$ cat config.mk
export PLATFORM = sky130hd
export DESIGN_NAME = pvc_front_flat
export DESIGN_NICKNAME = d
export VERILOG_FILES = /design/src/hdl/pursuit_velocity_controller_core_assert.svh /design/src/hdl/pvc_pkg.sv /design/src/hdl/pvc_if.sv /design/src/hdl/pvc_front.sv /design/src/flat_wrapper.sv
export SDC_FILE = /design/constraint.sdc
export NUM_CORES = 1
export LEC_CHECK = 0
export BUFFER_PORTS_ARGS = -buffer_cell sky130_fd_sc_hd__buf_4
export CAP_MARGIN = 5
export CORE_ASPECT_RATIO = 0.5
export CORE_MARGIN = 3
export CORE_UTILIZATION = 25
export DETAILED_ROUTE_END_ITERATION = 8
export GPL_TIMING_DRIVEN = 0
export PLACE_DENSITY = 0.57
export SLEW_MARGIN = 10
export SYNTH_ARGS = -nofsm -noshare
export SYNTH_HDL_FRONTEND = slang
export SYNTH_SLANG_ARGS = --single-unit
$ cat constraint.sdc
create_clock -name clk -period 2.5 [get_ports clk]
set_input_delay 0.125 -clock clk [delete_from_list [all_inputs] [get_ports clk]]
set_output_delay 0.125 -clock clk [all_outputs]
set_load 0.01 [all_outputs]
$ cat src/hdl/pursuit_velocity_controller_core_assert.svh
// assertion macros for the pursuit velocity controller
`ifndef PURSUIT_VELOCITY_CONTROLLER_CORE_ASSERT_SVH
`define PURSUIT_VELOCITY_CONTROLLER_CORE_ASSERT_SVH
`ifndef SYNTHESIS
`define PVC_ASSERT_IMPL(lbl, ante, cons) \
    lbl: assert property (@(posedge clk) disable iff (!rst_n) (ante) |-> (cons)) \
        else $error("assertion failed");
`define PVC_ASSERT_NEXT(lbl, ante, cons) \
    lbl: assert property (@(posedge clk) disable iff (!rst_n) (ante) |=> (cons)) \
        else $error("assertion failed");
`else
`define PVC_ASSERT_IMPL(lbl, ante, cons)
`define PVC_ASSERT_NEXT(lbl, ante, cons)
`endif
`endif

$ cat src/hdl/pvc_pkg.sv
// shared types, constants and tables for the pursuit velocity controller
`timescale 1ns / 1ps
package pvc_pkg;
    localparam int XY_W       = 33;
    localparam int Z_W        = 24;
    localparam int ATAN_IDX_W = 5;
    localparam int CFG_IDX_W  = 3;
    localparam int CFG_DATA_W = 17;
    localparam int YAW_W      = 19;
    localparam int DIST_W     = 21;
    localparam int MAG_W      = 31;
    localparam int CORDIC_STEPS_DEF = 16;

    localparam logic signed [Z_W-1:0] ANG_PI = 24'sd3294199;
    localparam logic [29:0] INV_K = 30'd652032874;

    localparam logic [CFG_IDX_W-1:0] REG_GAIN_YAW      = 3'd0;
    localparam logic [CFG_IDX_W-1:0] REG_GAIN_DISTANCE = 3'd1;
    localparam logic [CFG_IDX_W-1:0] REG_MAX_LINEAR    = 3'd2;
    localparam logic [CFG_IDX_W-1:0] REG_MAX_ANGULAR   = 3'd3;
    localparam logic [CFG_IDX_W-1:0] REG_UPPER_THRESH  = 3'd4;
    localparam logic [CFG_IDX_W-1:0] REG_LOWER_THRESH  = 3'd5;
    localparam logic [CFG_IDX_W-1:0] REG_SLOW_FACTOR   = 3'd6;

    localparam logic [15:0] RST_GAIN_YAW      = 16'd11469;
    localparam logic [15:0] RST_GAIN_DISTANCE = 16'd11469;
    localparam logic [16:0] RST_MAX_LINEAR    = 17'd2048;
    localparam logic [16:0] RST_MAX_ANGULAR   = 17'd4096;
    localparam logic [16:0] RST_UPPER_THRESH  = 17'd614;
    localparam logic [16:0] RST_LOWER_THRESH  = 17'd410;
    localparam logic [15:0] RST_SLOW_FACTOR   = 16'd32768;

    typedef struct packed {
        logic [15:0] gain_yaw;
        logic [15:0] gain_distance;
        logic [16:0] max_linear;
        logic [16:0] max_angular;
        logic [16:0] upper_threshold;
        logic [16:0] lower_threshold;
        logic [15:0] slow_factor;
    } cfg_t;

    // pre-rotated cordic start vector
    typedef struct packed {
        logic signed [XY_W-1:0] x;
        logic signed [XY_W-1:0] y;
        logic signed [Z_W-1:0]  z;
    } item_t;

    typedef struct packed {
        logic valid;
        logic ready;
    } hs_t;

    function automatic logic [Z_W-1:0] atan_lookup(input logic [ATAN_IDX_W-1:0] idx);
        logic [Z_W-1:0] r;
        unique case (idx)
            5'd0:  r = 24'd823550;
            5'd1:  r = 24'd486170;
            5'd2:  r = 24'd256879;
            5'd3:  r = 24'd130396;
            5'd4:  r = 24'd65451;
            5'd5:  r = 24'd32757;
            5'd6:  r = 24'd16383;
            5'd7:  r = 24'd8192;
            5'd8:  r = 24'd4096;
            5'd9:  r = 24'd2048;
            5'd10: r = 24'd1024;
            5'd11: r = 24'd512;
            5'd12: r = 24'd256;
            5'd13: r = 24'd128;
            5'd14: r = 24'd64;
            5'd15: r = 24'd32;
            5'd16: r = 24'd16;
            5'd17: r = 24'd8;
            5'd18: r = 24'd4;
            5'd19: r = 24'd2;
            5'd20: r = 24'd1;
            default: r = '0;
        endcase
        return r;
    endfunction
endpackage

$ cat src/hdl/pvc_if.sv
// valid/ready channel interfaces for target positions and velocity commands
`timescale 1ns / 1ps
interface pvc_in_if;
    logic               valid;
    logic               ready;
    logic               found;
    logic signed [15:0] pos_x;
    logic signed [15:0] pos_y;
    modport source (output valid, found, pos_x, pos_y, input ready);
    modport sink (input valid, found, pos_x, pos_y, output ready);
endinterface


$ cat src/hdl/pvc_front.sv
// front end: takes position items, drops unfound ones, pre-rotates into the right half plane
`timescale 1ns / 1ps
module pvc_front (
    input  logic           clk,
    input  logic           rst_n,
    pvc_in_if.sink         in_ch,
    output logic           push,
    input  logic           q_ready,
    output pvc_pkg::item_t push_item
);
    import pvc_pkg::*;

    logic  stage_valid_reg, stage_valid_next;
    item_t stage_item_reg, stage_item_next;
    logic  accept;

    assign in_ch.ready = !stage_valid_reg || q_ready;
    assign accept      = in_ch.valid && in_ch.ready;
    assign push        = stage_valid_reg && q_ready;
    assign push_item   = stage_item_reg;

    always_comb
    begin
        stage_valid_next = stage_valid_reg;
        stage_item_next  = stage_item_reg;
        if (push)
        begin
            stage_valid_next = 1'b0;
        end
        if (accept)
        begin
            stage_valid_next = in_ch.found;
            // negative x: rotate by pi so cordic converges
            if (in_ch.pos_x[15])
            begin
                stage_item_next.x = -$signed({{(XY_W-30){in_ch.pos_x[15]}}, in_ch.pos_x, 14'b0});
                stage_item_next.y = -$signed({{(XY_W-30){in_ch.pos_y[15]}}, in_ch.pos_y, 14'b0});
                stage_item_next.z = in_ch.pos_y[15] ? -ANG_PI : ANG_PI;
            end
            else
            begin
                stage_item_next.x = $signed({{(XY_W-30){in_ch.pos_x[15]}}, in_ch.pos_x, 14'b0});
                stage_item_next.y = $signed({{(XY_W-30){in_ch.pos_y[15]}}, in_ch.pos_y, 14'b0});
                stage_item_next.z = '0;
            end
        end
    end

    always_ff @(posedge clk or negedge rst_n)
    begin
        if (!rst_n)
        begin
            stage_valid_reg <= 1'b0;
        end
        else
        begin
            stage_valid_reg <= stage_valid_next;
        end
    end

    always_ff @(posedge clk)
    begin
        stage_item_reg <= stage_item_next;
    end
endmodule

$ cat src/flat_wrapper.sv
// flat-port wrapper written by rule: the top's interface ports become plain ports
module pvc_front_flat import pvc_pkg::*;
  (clk, rst_n, push, q_ready, push_item, in_ch_valid, in_ch_found, in_ch_pos_x, in_ch_pos_y, in_ch_ready);
  pvc_in_if in_ch_i ();
  input  logic clk;
  input  logic rst_n;
  output logic push;
  input  logic q_ready;
  output pvc_pkg::item_t push_item;
  input wire logic [$bits(in_ch_i.valid)-1:0] in_ch_valid;
  input wire logic [$bits(in_ch_i.found)-1:0] in_ch_found;
  input wire logic [$bits(in_ch_i.pos_x)-1:0] in_ch_pos_x;
  input wire logic [$bits(in_ch_i.pos_y)-1:0] in_ch_pos_y;
  output wire logic [$bits(in_ch_i.ready)-1:0] in_ch_ready;
  assign in_ch_i.valid = in_ch_valid;
  assign in_ch_i.found = in_ch_found;
  assign in_ch_i.pos_x = in_ch_pos_x;
  assign in_ch_i.pos_y = in_ch_pos_y;
  assign in_ch_ready = in_ch_i.ready;
  pvc_front u_core (.clk(clk), .rst_n(rst_n), .in_ch(in_ch_i), .push(push), .q_ready(q_ready), .push_item(push_item));
endmodule
==> impl_metrics.yaml, run 1 <==
yosys:
  syn_area_um2: 2335
  synthSimpleGateAreaFrac_pct: 9.914
  synth_edf_count: 41
  yosys_warnings: 0
  synth_top_cell_area_share_pct: 52.73
  synth_xor_area_share_pct: 10.13
  synth_area_leader_cell: "edfxtp_1"
  synth.most_common_cell: "buf_4"
  synth-compound-area-share_pct: 7.878
  ys.flop_type: "edfxtp_1"
  synth_seq_cells: 42
  seq_area_frac_synth_pct: 53.80
  synth_common_cells: "buf_4, edfxtp_1, xnor2_1"
  ys_top_cells_by_area: "edfxtp_1, buf_4, xnor2_1"
  synth-adder-area-share_pct: 1.072
  muxShareOfSynthArea_pct: 0
  synth_top_family_by_area: "buffers and inverters"
  async_flop_share_pct: 2.381
  synth_cell_type_count: 29
  syn_inst: 193
  avgSynthCellArea_um2: 12.10
finish:
  drive_gt1_share_pct: 50.45
  largest_reg_flops: 41
  area_growth_pct: 51.02
  diodes: 0
  fill_cells: 850
  final_nets: 371
global_route:
  grt_max_degree: 24
  overflow: 0
  use_met1_pct: 10.83
  grt_busiest_layer: "met2"
  grt_first_pass_wirelength_mm: 7.941
  grt_use_total_pct: 9.392
  gr-usage-met2_pct: 18.19
  gr-usage-met3_pct: 1.734
  first_global_vias: 1669
  grt_antenna_before_repair: 0
setup_path:
  cp_top_family: "simple AND/OR/NAND/NOR gates"
  required_ns: 2.49
  critPathMaxStageDelay_ns: 0.51
  r2r_end: "u_core.push_item[56]$_DFFE_PN_"
  start_kind: "flip-flop"
  cp-end-kind: "flip-flop"
  critical_path_arrival_ns: 1.52
  cp_max_fo: 23
  critPathBufInv: 1
  r2r_slack_ns: 0.96
  path_class: "flip-flop to flip-flop"
  cp_cell_sequence: "nand2b_1, and2_2, buf_16"
  reg2reg_depth: 3
  reg2reg_from: "u_core.stage_valid_reg$_DFFE_PN0P_"
  crit_slowest_cell: "and2_2"
route:
  vias: 1731
  avgViaCountPerCell: 3.847
  routed_wl_mm: 5.316
  drcViolationCount: 0
  antenna_left: 0
  drtIter0Drc: 112
  first_pass_iters: 4
  wl_per_cell_um: 11.81
pwr:
  seqPwrFrac_pct: 45.0
  power_w: 0.001923
  p_comb_share_pct: 21.9
  powerDensity_nw_per_um2: 545.5
  p_sw_w: 0.0004775
  intPower_w: 0.001446
  clockPowerShare_pct: 33.2
  switching_share_pct: 24.82
  ir_drop_v: 0.0003117
  leakage_nw: 1.561
run:
  cap_violations: 0
sta:
  clock_skew_ns: 0.003583
  final.period_utilization_pct: 61.51
  finalHoldViolations: 0
  setup_viol: 0
  timing.fmax_mhz: 650.3
  slew_viol_final: 0
  fin_tns_setup_ns: 0
  tightest_slew_ns: 0.6492
  grt_setup_unrepaired: "no"
  fin_crit_ns: 1.538
  slew_headroom_pct: 56.72
floorplan:
  die_width_um: 142.7
  die_area_um2: 10610
  start_util_pct: 26.27
  ioPinCount: 129
  rows: 24
  core_area_um2: 8889
  die_height_um: 74.34
clock_tree:
  clock_sinks: 42
  h-tree-depth: 2
  cts_tree: "yes"
  max-clock-path-buffers: 2
  cts.clk_slew.worst_paths_ns: 0.06
  cts-root-buf: "clkbuf_16"
  cts_setup_buffers: 0
  cts_resized: 0
  cts_buffers: 5
  insertion_delay_ns: 0.28
hold_path:
  hp-class: "input port to flip-flop"
  holdPathEnd: "u_core.push_item[38]$_DFFE_PN_"
  holdPathStages: 1
  holdCritStartpoint: "in_ch_pos_y[0]"
status:
  outcome: "finished clean"
placement:
  gp_congestion: 0.7632
  hpwl_mm: 4.282
  port_buffers: 100
## logic make-up (layout without fill, tap and decap cells)
logic type	Yosys count	after routing
buf+inv	57	167
fa+ha+maj	2	2
simple gates	39	39
xor+xnor	27	27
other cells	1	31
compound gates	25	25
flops	42	42
## final cells by class
| cell class | count | area (um2) | share of cell area, % |
|---|---|---|---|
| multi-input combinational | 124 | 794.5 | 22.53 |
| clock buffer | 6 | 128.9 | 3.655 |
| clock inverter | 2 | 13.76 | 0.3903 |
| buffer | 52 | 379.1 | 10.75 |
| sequential | 42 | 1256 | 35.63 |
| inverter | 5 | 18.77 | 0.5323 |
| timing repair buffer | 102 | 788.3 | 22.36 |
| tap | 117 | 146.4 | 4.152 |
## repair_timing
action | 4_1_cts | 5_1_grt
endpoints found under the hold margin | 1 | 0
setup endpoints to repair | 0 | 0
hold buffers | 1 | 0
## per-stage QoR
step	worst slack (ns)	hold slack, ns	area [um2]	util [%]	cells
2_1_floorplan	0.5677	-0.1706	2447	-	223
3_3_place_gp	0.2507	-0.09914	3344	37.63	440
3_5_place_dp	0.7736	-0.09692	3373	37.95	441
4_1_cts	0.9499	0.04389	3526	39.67	450
5_1_grt	0.9050	0.03744	3526	39.67	450
6_report	0.9621	0.04404	3526	39.67	450
## routing by layer
layer	vias up	wire length (um)
li1	871	-
met1	793	2079
met2	63	2858
met3	4	336
met4	0	41
met5	-	0
## power groups by stage
stage	clock, W	sequential (W)	combinational, W
floorplan	0	0.000908	0.000186
global placement	0	0.000882	0.000409
detailed placement	0	0.000881	0.000423
CTS	0.000642	0.000866	0.000425
global route	0.000670	0.000872	0.000458
finish	0.000638	0.000865	0.000420
## how the worst max path moves through the flow
stage | from | to | cells after the start
floorplan | u_core.stage_valid_reg$_DFFE_PN0P_ | u_core.push_item[0]$_SDFFCE_PN0N_ | 2
global placement | u_core.stage_valid_reg$_DFFE_PN0P_ | u_core.push_item[21]$_SDFFCE_PN0N_ | 2
detailed placement | in_ch_pos_y[10] | u_core.push_item[55]$_DFFE_PN_ | 5
CTS | u_core.stage_valid_reg$_DFFE_PN0P_ | u_core.push_item[56]$_DFFE_PN_ | 3
global route | u_core.stage_valid_reg$_DFFE_PN0P_ | u_core.push_item[54]$_DFFE_PN_ | 3
finish | u_core.stage_valid_reg$_DFFE_PN0P_ | u_core.push_item[56]$_DFFE_PN_ | 3
## cell usage in the layout (no fill, tap or decap), types with 3 or more instances in the layout
master,instances
buf_4,149
edfxtp_1,41
conb_1,31
xnor2_1,26
nand2_1,14
o21ai_0,10
inv_1,5
o31ai_1,5
nand2b_1,5
clkbuf_16,5
or3_4,4
nor2_1,3
nor4_1,3
o21ai_1,3
clkbuf_1,3
or3_1,3
Power figures use the tool's default switching activity.
==> inputs of run 2 (changes only) <==
--- a/config.mk
+++ b/config.mk
@@ -12,7 +12,7 @@
 export CORE_UTILIZATION = 25
 export DETAILED_ROUTE_END_ITERATION = 8
 export GPL_TIMING_DRIVEN = 0
-export PLACE_DENSITY = 0.57
+export PLACE_DENSITY = 0.59
 export SLEW_MARGIN = 10
 export SYNTH_ARGS = -nofsm -noshare
 export SYNTH_HDL_FRONTEND = slang
==> constraint.sdc (replaced) <==
create_clock -name clk -period 1.4 [get_ports clk]
set_input_delay 0.07 -clock clk [delete_from_list [all_inputs] [get_ports clk]]
set_output_delay 0.07 -clock clk [all_outputs]
set_load 0.01 [all_outputs]
==> impl_metrics.yaml, run 2 (synthesized netlist as in run 1, its figures left out) <==
finish:
  area_growth_pct: 53.05
  layout_common_cells: "buf_4, edfxtp_1, conb_1"
  final_common_cell: "buf_4"
  final_nets: 375
  drive_gt1_share_pct: 50.74
  diodes: 0
  layout.cells.non_filler: 454
  largest_reg_flops: 41
global_route:
  grt_max_degree: 42
  overflow: 0
  grt_first_pass_wirelength_mm: 7.962
  grt_use_total_pct: 9.656
  first_global_vias: 1679
  grt_antenna_before_repair: 0
pwr:
  ir_drop_v: 0.0003957
  intPower_w: 0.002585
  p_sw_w: 0.0008640
  switching_share_pct: 25.05
  powerDensity_nw_per_um2: 965.3
  seqPwrFrac_pct: 44.8
  p_comb_share_pct: 22.1
  leakage_nw: 1.580
  clockPowerShare_pct: 33.2
sta:
  slew_headroom_pct: 50.02
  final.period_utilization_pct: 97.03
  grt_setup_unrepaired: "no"
  fin_crit_ns: 1.358
  tightest_slew_ns: 0.7497
  setup_viol: 0
  clock_skew_ns: 0.004063
  setup_slack_ns: 0.04163
  slew_viol_final: 0
  finalHoldViolations: 0
  timing.fmax_mhz: 736.2
setup_path:
  cp-end-kind: "flip-flop"
  crit_slowest_cell: "or4_4"
  critPathMaxStageDelay_ns: 0.54
  start_kind: "input port"
  required_ns: 1.43
  reg2reg_depth: 2
  cp_cell_sequence: "buf_4, or4_4, or3_4, o21ai_2, o21ai_0"
  critical_path_arrival_ns: 1.39
  cp_max_fo: 4
  path_class: "input port to flip-flop"
floorplan:
  die_width_um: 142.7
  ioPinCount: 129
  rows: 24
  start_util_pct: 26.27
  die_area_um2: 10610
  core_area_um2: 8889
  die_height_um: 74.34
route:
  drcViolationCount: 0
  wl_per_cell_um: 12.06
  vias: 1717
  antenna_left: 0
  first_pass_iters: 4
  drtIter0Drc: 126
  routed_wl_mm: 5.476
  avgViaCountPerCell: 3.782
clock_tree:
  insertion_delay_ns: 0.29
  h-tree-depth: 2
  cts_buffers: 5
  cts.clk_slew.worst_paths_ns: 0.06
  cts-root-buf: "clkbuf_16"
  clock_sinks: 42
  cts_tree: "yes"
  max-clock-path-buffers: 2
  cts_setup_buffers: 0
run:
  cap_violations: 0
status:
  outcome: "finished clean"
hold_path:
  hp-class: "input port to flip-flop"
  holdPathStages: 1
placement:
  gp_congestion: 0.7486
  dp.cells: 440
  place_ws_ns: -0.2648
  hpwl_mm: 4.038
  port_buffers: 100
==> run 2: worst paths after layout <==
| path | start | slack [ns] | endpoint |
|---|---|---|---|
| worst max-delay path | in_ch_pos_y[8] | 0.04 | u_core.push_item[55]$_DFFE_PN_ |
| worst min-delay path | in_ch_pos_x[15] | 0.005 | u_core.push_item[0]$_SDFFCE_PN0N_ |
| worst max register to register | u_core.stage_valid_reg$_DFFE_PN0P_ | 0.13 | u_core.push_item[87]$_SDFFCE_PN0N_ |
| worst min register to register | u_core.stage_valid_reg$_DFFE_PN0P_ | 0.61 | u_core.stage_valid_reg$_DFFE_PN0P_ |
| max in group asynchronous | rst_n | 1.22 | u_core.stage_valid_reg$_DFFE_PN0P_ |
| min in group asynchronous | rst_n | 0.11 | u_core.stage_valid_reg$_DFFE_PN0P_ |
==> run 2: critical path: cells and delay by family <==
kind / cells / cell delay (ns)
buf+inv: 1 / 0.14
compound gates: 2 / 0.25
simple gates: 2 / 0.94
==> run 2: through the flow <==
stage | hold WS [ns] | TNS, ns | area (um2) | util (%) | power (W)
after global routing | 0.01250 | 0 | 3573 | 40.20 | 0.003602
after CTS | 0.005055 | 0 | 3543 | 39.86 | 0.003454
after detailed placement | -0.1540 | -2.957 | 3351 | 37.70 | 0.002314
after global placement | -0.1548 | -2.968 | 3351 | 37.70 | 0.002310
after floorplan | -0.2256 | -0.4759 | 2454 | - | 0.001954
final | 0.004776 | 0 | 3573 | 40.20 | 0.003449
==> run 2: power by group through the flow <==
stage	clock network, W	logic (W)	registers (W)
after CTS	0.00115	0.000753	0.00155
final	0.00114	0.000761	0.00154
after floorplan	0	0.000335	0.00162
after global routing	0.00122	0.000830	0.00156
after detailed placement	0	0.000741	0.00157
after global placement	0	0.000740	0.00157
==> run 2: final cells by class <==
cell class / count / area (um2)
fill: 872 / 5315
sequential: 42 / 1256
multi-input combinational: 125 / 829.5
timing repair buffer: 105 / 800.8
buffer: 52 / 379.1
tap: 117 / 146.4
clock buffer: 6 / 128.9
inverter: 5 / 18.77
clock inverter: 2 / 13.76
==> run 2: what timing repair did <==
action	in CTS	in global routing
hold endpoints to repair	4	0
hold buffers	5	0
resized for setup	0	4
endpoints found under the setup margin	0	43
==> run 2: layer usage <==
layer  track usage (%)  routed length [um]
met1             10.95                2167
met3             2.633                 315
met4             3.477                  78
met5                 0                   0
met2             17.83                2914
==> inputs of run 3 (changes only) <==
--- a/config.mk
+++ b/config.mk
@@ -7,12 +7,14 @@
 export LEC_CHECK = 0
 export BUFFER_PORTS_ARGS = -buffer_cell sky130_fd_sc_hd__buf_4
 export CAP_MARGIN = 5
-export CORE_ASPECT_RATIO = 0.5
+export CORE_ASPECT_RATIO = 0.8
 export CORE_MARGIN = 3
 export CORE_UTILIZATION = 25
+export CTS_CLUSTER_DIAMETER = 150
 export DETAILED_ROUTE_END_ITERATION = 8
 export GPL_TIMING_DRIVEN = 0
 export PLACE_DENSITY = 0.59
+export REMOVE_ABC_BUFFERS = 1
 export SLEW_MARGIN = 10
 export SYNTH_ARGS = -nofsm -noshare
 export SYNTH_HDL_FRONTEND = slang
==> impl_metrics.yaml, run 3 (synthesized netlist as in run 1, its figures left out) <==
floorplan:
  die_area_um2: 10540
  core_area_um2: 8783
  die_width_um: 114.0
  die_height_um: 92.44
  rows: 30
  ioPinCount: 129
  start_util_pct: 26.58
global_route:
  grt_first_pass_wirelength_mm: 7.624
  gr-usage-met2_pct: 14.08
  grt_use_total_pct: 9.062
  grt_antenna_before_repair: 0
  first_global_vias: 1468
  overflow: 0
  grt_busiest_layer: "met2"
  use_met1_pct: 11.85
  gr-usage-met3_pct: 2.809
  grt_max_degree: 34
sta:
  slew_viol_final: 0
  clock_skew_ns: 0.004478
  timing.fmax_mhz: 730.1
  grt_setup_unrepaired: "yes"
  fin_tns_setup_ns: 0
  finalHoldViolations: 0
  setup_viol: 0
  final.period_utilization_pct: 97.84
  fin_crit_ns: 1.370
placement:
  port_buffers: 100
  gp_congestion: 0.7116
  hpwl_mm: 3.916
setup_path:
  cp_cell_sequence: "buf_4, or4_4, or3_4, o31ai_4, xnor2_1"
  path_class: "input port to flip-flop"
  crit_start: "in_ch_pos_y[8]"
  cp_top_family: "simple AND/OR/NAND/NOR gates"
  required_ns: 1.43
  crit_slowest_cell: "or4_4"
  critPathBufInv: 1
  reg2reg_from: "u_core.stage_valid_reg$_DFFE_PN0P_"
  cp_max_fo: 4
  cp-end-kind: "flip-flop"
  critPathMaxStageDelay_ns: 0.54
  critical_path_arrival_ns: 1.40
  start_kind: "input port"
route:
  wl_per_cell_um: 12.61
  antenna_left: 0
  drcViolationCount: 0
  vias: 1584
  avgViaCountPerCell: 3.990
  drtIter0Drc: 47
  routed_wl_mm: 5.006
  first_pass_iters: 4
clock_tree:
  h-tree-depth: 2
  insertion_delay_ns: 0.28
  cts_setup_buffers: 0
  cts_tree: "yes"
  cts_buffers: 5
  cts-root-buf: "clkbuf_16"
  clock_sinks: 42
  max-clock-path-buffers: 2
  cts.clk_slew.worst_paths_ns: 0.07
finish:
  drive_gt1_share_pct: 42.81
  final_nets: 323
  layout_common_cells: "buf_4, edfxtp_1, conb_1"
  diodes: 0
  largest_reg_flops: 41
  fill_cells: 899
  post-route-util_pct: 36.52
  area_growth_pct: 37.41
  final_common_cell: "buf_4"
status:
  outcome: "finished clean"
pwr:
  leakage_nw: 1.325
  powerDensity_nw_per_um2: 1046
  ir_drop_v: 0.0003827
hold_path:
  hp-class: "input port to flip-flop"
  holdCritStartpoint: "in_ch_pos_x[13]"
run:
  cap_violations: 0
run 3: report_power, final:
part	total [W]	switching, W	internal (W)
Sequential	0.00154	0.0000357	0.00151
Combinational	0.000639	0.000317	0.000323
Clock	0.00117	0.000503	0.000670
run 3: path summary, 6_finish.rpt:
kind | to | cells after the start | slack (ns)
max in group asynchronous | u_core.stage_valid_reg$_DFFE_PN0P_ | 2 | 1.22
min in group asynchronous | u_core.stage_valid_reg$_DFFE_PN0P_ | 2 | 0.10
min reg2reg | u_core.stage_valid_reg$_DFFE_PN0P_ | 2 | 0.52
min | u_core.push_item[84]$_DFFE_PN_ | 2 | 0.08
max | u_core.push_item[52]$_DFFE_PN_ | 5 | 0.03
max reg2reg | u_core.push_item[45]$_DFFE_PN_ | 3 | 0.11
run 3: final cells by class:
type                       count  area, um2  share of cell area [%]
sequential                    42       1256                   39.16
multi-input combinational    124      822.0                   25.62
clock inverter                 3      25.02                  0.7800
tap                          112      140.1                   4.368
clock buffer                   5      125.1                   3.900
timing repair buffer         106      820.8                   25.58
inverter                       5      18.77                  0.5850
run 3: worst reg2reg max path: cells and delay by family, from the launching register on:
family | cells | cell delay [ns]
buffers and inverters | 1 | 0.23
flip-flops | 1 | 0.37
AND/OR/NAND/NOR | 2 | 0.39
run 3: metrics by stage:
step	cells	worst slack (ns)	hold WS, ns	instance area (um2)	total power [W]
after CTS	397	0.002302	0.07675	3186	0.003396
after global routing	397	-0.003303	0.08012	3208	0.003519
after global placement	383	-0.9602	-0.1545	2959	0.002189
after detailed placement	384	-0.3060	-0.1536	2980	0.002202
final	397	0.03024	0.08457	3208	0.003357
after floorplan	171	-0.5323	-0.2256	2068	0.001834
run 3: routing by layer:
layer / share of wire, % / up-vias
met1: 42 / 717
met3: 11 / 4
met5: 0 / -
met2: 45 / 86
met4: 1.2 / 0
li1: - / 777
run 3: repair_timing:
action,4_1_cts,5_1_grt
endpoints found under the setup margin,31,3
endpoints found under the hold margin,4,0
pin swaps,0,3
hold buffers,5,0
gates resized for setup,2,3
